$ cat config.mk
export PLATFORM = sky130hd
export DESIGN_NAME = matrix_multiply
export DESIGN_NICKNAME = d
export VERILOG_FILES = /design/src/rtl/mm_pkg.sv /design/src/rtl/matrix_multiply.sv /design/src/rtl/mm_ram.sv /design/src/rtl/mm_mac.sv
export SDC_FILE = /design/constraint.sdc
export NUM_CORES = 2
export LEC_CHECK = 0
export BUFFER_PORTS_ARGS = -buffer_cell sky130_fd_sc_hd__buf_2
export CAP_MARGIN = 5
export CORE_UTILIZATION = 55
export CTS_BUF_LIST = sky130_fd_sc_hd__clkbuf_4
export CTS_CLUSTER_DIAMETER = 30
export DETAILED_ROUTE_END_ITERATION = 10
export GPL_ROUTABILITY_DRIVEN = 0
export GPL_TIMING_DRIVEN = 0
export PLACE_DENSITY = 0.74
export SLEW_MARGIN = 20
export SYNTH_ARGS = -nofsm -noshare
export SYNTH_HDL_FRONTEND = slang
export SYNTH_SLANG_ARGS = --single-unit
$ cat constraint.sdc
create_clock -name clock -period 6.3 [get_ports clock]
set_input_delay 1.26 -clock clock [delete_from_list [all_inputs] [get_ports clock]]
set_output_delay 1.26 -clock clock [all_outputs]
set_load 0.05 [all_outputs]
$ cat src/rtl/mm_pkg.sv
// Shared types, constants and helpers for the matrix multiplier.
package mm_pkg;

   localparam int MAX_DIM    = 8;
   localparam int DATA_WIDTH = 16;
   localparam int DIM_W      = 3;
   localparam int SIZE_W     = 4;
   localparam int ADDR_W     = 2 * DIM_W;
   localparam int DEPTH      = MAX_DIM * MAX_DIM;
   localparam int PROD_W     = 2 * DATA_WIDTH;
   localparam int ACC_W      = 40;

   localparam logic [1:0] FUNC_LOAD_A = 2'd0;
   localparam logic [1:0] FUNC_LOAD_B = 2'd1;
   localparam logic [1:0] FUNC_START  = 2'd2;

   localparam logic [1:0] CSR_A_ROWS = 2'd0;
   localparam logic [1:0] CSR_A_COLS = 2'd1;
   localparam logic [1:0] CSR_B_ROWS = 2'd2;
   localparam logic [1:0] CSR_B_COLS = 2'd3;

   typedef struct packed {
      logic [1:0]                   func;
      logic [DIM_W-1:0]             elem_row;
      logic [DIM_W-1:0]             elem_col;
      logic signed [DATA_WIDTH-1:0] elem_value;
   } req_type;

   typedef struct packed {
      logic [DIM_W-1:0]        out_row;
      logic [DIM_W-1:0]        out_col;
      logic signed [ACC_W-1:0] out_value;
      logic                    is_last;
      logic                    size_error;
   } rsp_type;

   typedef struct packed {
      logic valid;
      logic first;
      logic last;
   } mac_ctrl_type;

   // size 0 acts as 1, sizes above the array act as the array size
   function automatic logic [SIZE_W-1:0] eff_size(input logic [SIZE_W-1:0] v);
      logic [SIZE_W-1:0] r;
      if (v == '0)
         r = SIZE_W'(1);
      else if (v > SIZE_W'(MAX_DIM))
         r = SIZE_W'(MAX_DIM);
      else
         r = v;
      return r;
   endfunction

endpackage

$ cat src/rtl/matrix_multiply.sv
// Top level: element stores, multiply sequencer, result register.
//
// Load items (A or B element) are taken one per cycle whenever the block is idle
// and are written straight into two 64-entry RAMs addressed {row, col}; loads
// outside the configured size are dropped. A start item computes A*B entry by
// entry in row-major order: each entry reads one A/B pair per cycle from the
// RAMs, one for each of the a_cols terms, then waits for the read, multiply and
// accumulate stages, and is placed in the result register once that register
// is free, that is, while no earlier result still waits on rsp_ready. A size
// mismatch gives one error item. New items are taken while a finished result
// still waits.
module matrix_multiply (
   input  logic                          clock,
   input  logic                          reset,
   input  logic                          req_valid,
   output logic                          req_ready,
   input  mm_pkg::req_type               req_data,
   output logic                          rsp_valid,
   input  logic                          rsp_ready,
   output mm_pkg::rsp_type               rsp_data,
   input  logic                          csr_we,
   input  logic [1:0]                    csr_index,
   input  logic [mm_pkg::SIZE_W-1:0]     csr_wdata
);
   import mm_pkg::*;

   localparam logic [1:0] ST_IDLE  = 2'd0;
   localparam logic [1:0] ST_RUN   = 2'd1;
   localparam logic [1:0] ST_DRAIN = 2'd2;
   localparam logic [1:0] ST_EMIT  = 2'd3;

   logic [SIZE_W-1:0] a_rows_ff, a_cols_ff, b_rows_ff, b_cols_ff;
   logic [SIZE_W-1:0] ar, ac, br, bc;
   logic [1:0]        state_ff, state_in;
   logic [DIM_W-1:0]  i_ff, j_ff, k_ff, i_in, j_in, k_in;
   logic              err_ff, err_in;
   logic              rsp_valid_ff, rsp_valid_in;
   rsp_type           rsp_data_ff, rsp_data_in;

   logic              accept, out_free, last_k, last_i, last_j;
   logic              a_we, b_we;
   logic [DATA_WIDTH-1:0] a_rd, b_rd;
   logic [ACC_W-1:0]  acc;
   logic              mac_done;
   mac_ctrl_type      issue;

   assign ar = eff_size(a_rows_ff);
   assign ac = eff_size(a_cols_ff);
   assign br = eff_size(b_rows_ff);
   assign bc = eff_size(b_cols_ff);

   assign req_ready = (state_ff == ST_IDLE);
   assign accept    = req_valid & req_ready;
   assign out_free  = ~rsp_valid_ff | rsp_ready;

   assign last_k = ({1'b0, k_ff} == ac - SIZE_W'(1));
   assign last_j = ({1'b0, j_ff} == bc - SIZE_W'(1));
   assign last_i = ({1'b0, i_ff} == ar - SIZE_W'(1));

   assign a_we = accept && req_data.func == FUNC_LOAD_A &&
                 {1'b0, req_data.elem_row} < ar && {1'b0, req_data.elem_col} < ac;
   assign b_we = accept && req_data.func == FUNC_LOAD_B &&
                 {1'b0, req_data.elem_row} < br && {1'b0, req_data.elem_col} < bc;

   mm_ram #(.WIDTH(DATA_WIDTH), .DEPTH(DEPTH)) u_a_ram (
      .clock   (clock),
      .wr_en   (a_we),
      .wr_addr ({req_data.elem_row, req_data.elem_col}),
      .wr_data (req_data.elem_value),
      .rd_addr ({i_ff, k_ff}),
      .rd_data (a_rd)
   );

   mm_ram #(.WIDTH(DATA_WIDTH), .DEPTH(DEPTH)) u_b_ram (
      .clock   (clock),
      .wr_en   (b_we),
      .wr_addr ({req_data.elem_row, req_data.elem_col}),
      .wr_data (req_data.elem_value),
      .rd_addr ({k_ff, j_ff}),
      .rd_data (b_rd)
   );

   always_comb begin
      issue.valid = (state_ff == ST_RUN);
      issue.first = (k_ff == '0);
      issue.last  = last_k;
   end

   mm_mac u_mac (
      .clock  (clock),
      .reset  (reset),
      .issue  (issue),
      .a_data (a_rd),
      .b_data (b_rd),
      .acc    (acc),
      .done   (mac_done)
   );

   always_comb begin
      state_in     = state_ff;
      i_in         = i_ff;
      j_in         = j_ff;
      k_in         = k_ff;
      err_in       = err_ff;
      rsp_valid_in = rsp_valid_ff & ~rsp_ready;
      rsp_data_in  = rsp_data_ff;
      case (state_ff)
         ST_IDLE: begin
            if (accept && req_data.func == FUNC_START) begin
               i_in = '0;
               j_in = '0;
               k_in = '0;
               if (ac != br) begin
                  err_in   = 1'b1;
                  state_in = ST_EMIT;
               end else begin
                  state_in = ST_RUN;
               end
            end
         end
         ST_RUN: begin
            if (last_k) begin
               k_in     = '0;
               state_in = ST_DRAIN;
            end else begin
               k_in = k_ff + DIM_W'(1);
            end
         end
         ST_DRAIN: begin
            if (mac_done) begin
               state_in = ST_EMIT;
            end
         end
         ST_EMIT: begin
            if (out_free) begin
               rsp_valid_in = 1'b1;
               if (err_ff) begin
                  rsp_data_in = '{out_row: '0, out_col: '0, out_value: '0,
                                  is_last: 1'b1, size_error: 1'b1};
                  err_in   = 1'b0;
                  state_in = ST_IDLE;
               end else begin
                  rsp_data_in = '{out_row: i_ff, out_col: j_ff, out_value: acc,
                                  is_last: last_i & last_j, size_error: 1'b0};
                  if (last_j) begin
                     j_in = '0;
                     i_in = i_ff + DIM_W'(1);
                  end else begin
                     j_in = j_ff + DIM_W'(1);
                  end
                  state_in = (last_i & last_j) ? ST_IDLE : ST_RUN;
               end
            end
         end
         default: begin
            state_in = ST_IDLE;
         end
      endcase
   end

   always_ff @(posedge clock) begin
      if (reset) begin
         state_ff     <= ST_IDLE;
         err_ff       <= 1'b0;
         rsp_valid_ff <= 1'b0;
         i_ff         <= '0;
         j_ff         <= '0;
         k_ff         <= '0;
         a_rows_ff    <= SIZE_W'(MAX_DIM);
         a_cols_ff    <= SIZE_W'(MAX_DIM);
         b_rows_ff    <= SIZE_W'(MAX_DIM);
         b_cols_ff    <= SIZE_W'(MAX_DIM);
      end else begin
         state_ff     <= state_in;
         err_ff       <= err_in;
         rsp_valid_ff <= rsp_valid_in;
         i_ff         <= i_in;
         j_ff         <= j_in;
         k_ff         <= k_in;
         if (csr_we) begin
            case (csr_index)
               CSR_A_ROWS: a_rows_ff <= csr_wdata;
               CSR_A_COLS: a_cols_ff <= csr_wdata;
               CSR_B_ROWS: b_rows_ff <= csr_wdata;
               CSR_B_COLS: b_cols_ff <= csr_wdata;
               default: begin
               end
            endcase
         end
      end
      rsp_data_ff <= rsp_data_in;
   end

   assign rsp_valid = rsp_valid_ff;
   assign rsp_data  = rsp_data_ff;
endmodule

$ cat src/rtl/mm_ram.sv
// Generic single-write, single-read RAM with registered read data.
module mm_ram #(
   parameter int WIDTH = 16,
   parameter int DEPTH = 64
) (
   input  logic                     clock,
   input  logic                     wr_en,
   input  logic [$clog2(DEPTH)-1:0] wr_addr,
   input  logic [WIDTH-1:0]         wr_data,
   input  logic [$clog2(DEPTH)-1:0] rd_addr,
   output logic [WIDTH-1:0]         rd_data
);
   logic [WIDTH-1:0] mem [DEPTH];
   logic [WIDTH-1:0] rd_data_ff;

   always_ff @(posedge clock) begin
      if (wr_en) begin
         mem[wr_addr] <= wr_data;
      end
      rd_data_ff <= mem[rd_addr];
   end

   assign rd_data = rd_data_ff;
endmodule

$ cat src/rtl/mm_mac.sv
// Multiply-accumulate pipeline: aligns control with RAM data, multiplies, sums.
module mm_mac (
   input  logic                                  clock,
   input  logic                                  reset,
   input  mm_pkg::mac_ctrl_type                  issue,
   input  logic signed [mm_pkg::DATA_WIDTH-1:0]  a_data,
   input  logic signed [mm_pkg::DATA_WIDTH-1:0]  b_data,
   output logic signed [mm_pkg::ACC_W-1:0]       acc,
   output logic                                  done
);
   import mm_pkg::*;

   mac_ctrl_type              ctl1_ff, ctl2_ff;
   logic signed [PROD_W-1:0]  prod_ff;
   logic signed [ACC_W-1:0]   acc_ff, acc_in;
   logic signed [ACC_W-1:0]   prod_ext;

   assign prod_ext = ACC_W'(prod_ff);

   always_comb begin
      acc_in = acc_ff;
      if (ctl2_ff.valid) begin
         acc_in = ctl2_ff.first ? prod_ext : acc_ff + prod_ext;
      end
   end

   always_ff @(posedge clock) begin
      if (reset) begin
         ctl1_ff <= '0;
         ctl2_ff <= '0;
         done    <= 1'b0;
      end else begin
         ctl1_ff <= issue;
         ctl2_ff <= ctl1_ff;
         done    <= ctl2_ff.valid & ctl2_ff.last;
      end
      prod_ff <= a_data * b_data;
      acc_ff  <= acc_in;
   end

   assign acc = acc_ff;
endmodule

==> flow_metrics.tcl <==
set metrics [dict create \
    status "completed" \
    routed_via_density 6.10 \
    global_route.usage.total_pct 27.2 \
    core.rowCount 153 \
    synth_fp_nets 5357 \
    crit_required_ps 7490 \
    multi_input_comb_area_sq_um 28500 \
    first_global_vias 52400 \
    initial_core_util_pct 55.4 \
    1st_iter_drt_viols 6469 \
    synth_cell_type_count 64 \
    kind_of_launch_point_of_the_worst_setup_path "register" \
    fp.dieH_um 421 \
    clock-skew-final_ps 118 \
    clockBufferDepth 4 \
    fin_ws_ps 180 \
    grt_first_pass_wirelength_mm 343 \
    num_ports 85 \
    asyncSetResetFlopFracSynth_pct 0 \
    grt_max_degree 105 \
    timing.critical_path.slowest_cell_delay_ps 570 \
    worstMarginPinSlew_ps 1220 \
    clock_tree_from_tritoncts "yes" \
    final_max_slew_viol_count 0 \
    post_synthesis_instance_total 4919 \
    area_grow_syn2layout_pct 13.4 \
    buffer_ports.inserted 83 \
    grt_antenna_before_repair 23 \
    core_area_sq_um 174000 \
    h-tree-depth 6 \
    setup_total_negative_slack_ps 0 \
    endpoint_kind "register" \
    synth_enable_flop_cells 2136 \
    clock_sinks 2236 \
    max_cap_violations 0 \
    hold_class "in2reg" \
    path_cells "clkbuf_2 > and2_1 > fa_1 > fa_1 > ha_1 > inv_1 > fa_1 > inv_1 > fa_1 > inv_1 > fa_1 > inv_1 > ha_1 > or4_1 > o21ai_0 > a21oi_1 > a21oi_2 > o211ai_1 > and2_1 > a41oi_2 > o211ai_1 > xor2_1" \
    min_period_ps 6120 \
    route.detailed.drc 0 \
    critPathArrivalTime_ps 7310 \
    worstPathMaxFanout 10 \
    drt_pre_antenna_iters 6 \
    final_cycle_utilization_of_the_critical_path_pct 97.1 \
    post_route_cells_drive_above_1_share_pct 33.5 \
    global_route.overflow_total 0 \
    die_width_um 421 \
    cts-buffers-inserted 575 \
    worst-setup-path-type "reg2reg" \
    syn_area_sq_um 96500 \
    relSlewSlack_pct 18.4 \
    setup_viol_count_final 0 \
    synthFlopType "edfxtp_1" \
    routed_wire_length_per_instance_um 28.0 \
    design.die.area_sq_um 177000 \
    hold_viol_final 0 \
    num-nets-final 6162 \
    clock_network_latency_to_the_later_pin_of_the_worst_skew_pair_ps 1370 \
    detailedPlacementHpwl_mm 162 \
    ys_seq_elements 2236 \
    hold_slack_ps 215 \
    cts.reportedPaths.clkPinSlew_ps 70 \
    detailedPlace.worstSlack_ps -516 \
    crit_path_frequent_cell "fa_1" \
    sequential_cell_area_sq_um 66200 \
    cts-root-buf "clkbuf_4" \
    critPathSlowestCell "dfxtp_1" \
    synth.yosys.warnings 0 \
    timing.fmax_mhz 163 \
    mean_instance_size_in_the_synthesized_netlist_sq_um 19.6 \
    drt-total-wl_mm 236 \
    postRouteAntennaNets 0 \
    nFillCells 11900 \
    num_vias 51400 \
    share_of_the_yosys_chip_area_belonging_to_registers_pct 68.6 \
]
## synth_stat cells, types with 13 or more instances
cell type	count	share of area, %
nor2b_1	57	0.37
nor2_1	216	0.84
o211ai_1	13	0.10
ha_1	140	1.8
clkbuf_1	126	0.49
nand2b_1	24	0.16
fa_1	263	5.5
o21ai_0	58	0.30
nand3_1	18	0.093
xnor2_1	53	0.48
buf_2	35	0.18
a21o_1	29	0.23
mux4_2	672	16
mux2i_1	14	0.15
dfxtp_1	100	2.1
inv_1	320	1.2
xor2_1	38	0.35
edfxtp_1	2136	66
a21oi_1	69	0.36
buf_1	42	0.16
or3_1	13	0.084
and2_1	129	0.84
nand2_1	186	0.72
buf_4	14	0.11
## through the flow
stage | utilization, % | instances | cell area (sq um)
finish | 62.9 | 8430 | 109000
global route | 62.9 | 8428 | 109000
CTS | 62.8 | 8420 | 109000
detailed placement | 58.9 | 7473 | 102000
global placement | 57.3 | 7327 | 99800
floorplan | - | 4919 | 96500
## sequential cells by signal (all words and copies together), names as in the netlist, 4 cells and up
name	flops
u_a_ram.mem	1024
u_b_ram.mem	1024
rsp_data	48
u_mac.acc	40
u_mac.prod_ff	32
u_a_ram.rd_data	16
u_b_ram.rd_data	16
a_cols_ff	4
a_rows_ff	4
b_cols_ff	4
b_rows_ff	4
## critical path, delay by kind of cell, from the launching register on
family / cells / cell delay, ps
compound gates: 6 / 1040
xor+xnor: 1 / 150
fa+ha+maj: 7 / 2720
buf+inv: 5 / 530
flops: 1 / 570
simple gates: 3 / 930
## kinds of logic after synthesis
kind of cell | share of synthesized area, %
DFF | 68.6
and+or+nand+nor | 3.51
muxes | 15.9
buffers and inverters | 2.29
adders and majority gates | 7.27
AOI/OAI and AO/OA | 1.67
xor gates and xnor gates | 0.826
## worst paths after layout
kind / startpoint / end / depth (start not counted) / slack (ps)
setup reg to reg: u_a_ram.rd_data[4] / u_mac.prod_ff[30] / 22 / 180
setup / recovery: u_a_ram.rd_data[4] / u_mac.prod_ff[30] / 22 / 180
hold / removal: csr_wdata[2] / b_cols_ff[2] / 3 / 220
hold reg to reg: u_mac.ctl2_ff[0] / u_mac.done / 2 / 400
## cells in the final DEF (no fill, tap or decap), types with 13 or more instances in the layout
cell type / netlist / layout
nor2_2: 0 / 128
xnor2_1: 53 / 53
nand2b_1: 24 / 24
clkbuf_1: 126 / 90
clkinv_2: 0 / 25
a21oi_1: 69 / 64
inv_1: 320 / 320
buf_2: 35 / 109
buf_4: 14 / 18
dfxtp_2: 0 / 17
buf_16: 0 / 16
nor2b_1: 57 / 57
nand3_1: 18 / 17
dfxtp_1: 100 / 77
mux4_2: 672 / 672
nor2_1: 216 / 87
xor2_1: 38 / 38
mux2i_1: 14 / 14
clkbuf_2: 0 / 19
or3_1: 13 / 13
nand2_1: 186 / 186
buf_6: 8 / 87
buf_8: 0 / 65
clkbuf_4: 0 / 818
buf_1: 42 / 34
and2_1: 129 / 129
o21ai_0: 58 / 57
o211ai_1: 13 / 13
ha_1: 140 / 139
clkinv_1: 0 / 90
inv_2: 1 / 16
a21o_1: 29 / 29
fa_1: 263 / 261
edfxtp_1: 2136 / 2136
## area by class of cell
class	instances	share of cell area (%)
Multi-Input combinational cell	2137	26.1
Sequential cell	2236	60.5
Antenna cell	10	0.0229
Clock inverter	142	0.685
Buffer	223	0.993
Timing Repair Buffer	230	2.46
Clock buffer	806	5.53
Inverter	321	1.10
Tap cell	2325	2.66
## timing repair
action	4_1_cts	5_1_grt
setup buffers	0	0
pin swaps	0	3
endpoints found under the setup margin	12	7
resized for setup	61	36
hold buffers	1	0
hold endpoints to repair	1	0
## per-layer routing
layer | vias up | GRT usage (%) | wire length [um]
li1 | 21300 | - | -
met1 | 26600 | 37.0 | 89000
met2 | 3037 | 42.0 | 112000
met3 | 513 | 7.25 | 25600
met4 | 20 | 11.0 | 8950
met5 | - | 0 | 141
Power is not shown: default switching activity piles up to over one toggle a cycle in this logic, so the estimate is an artifact.
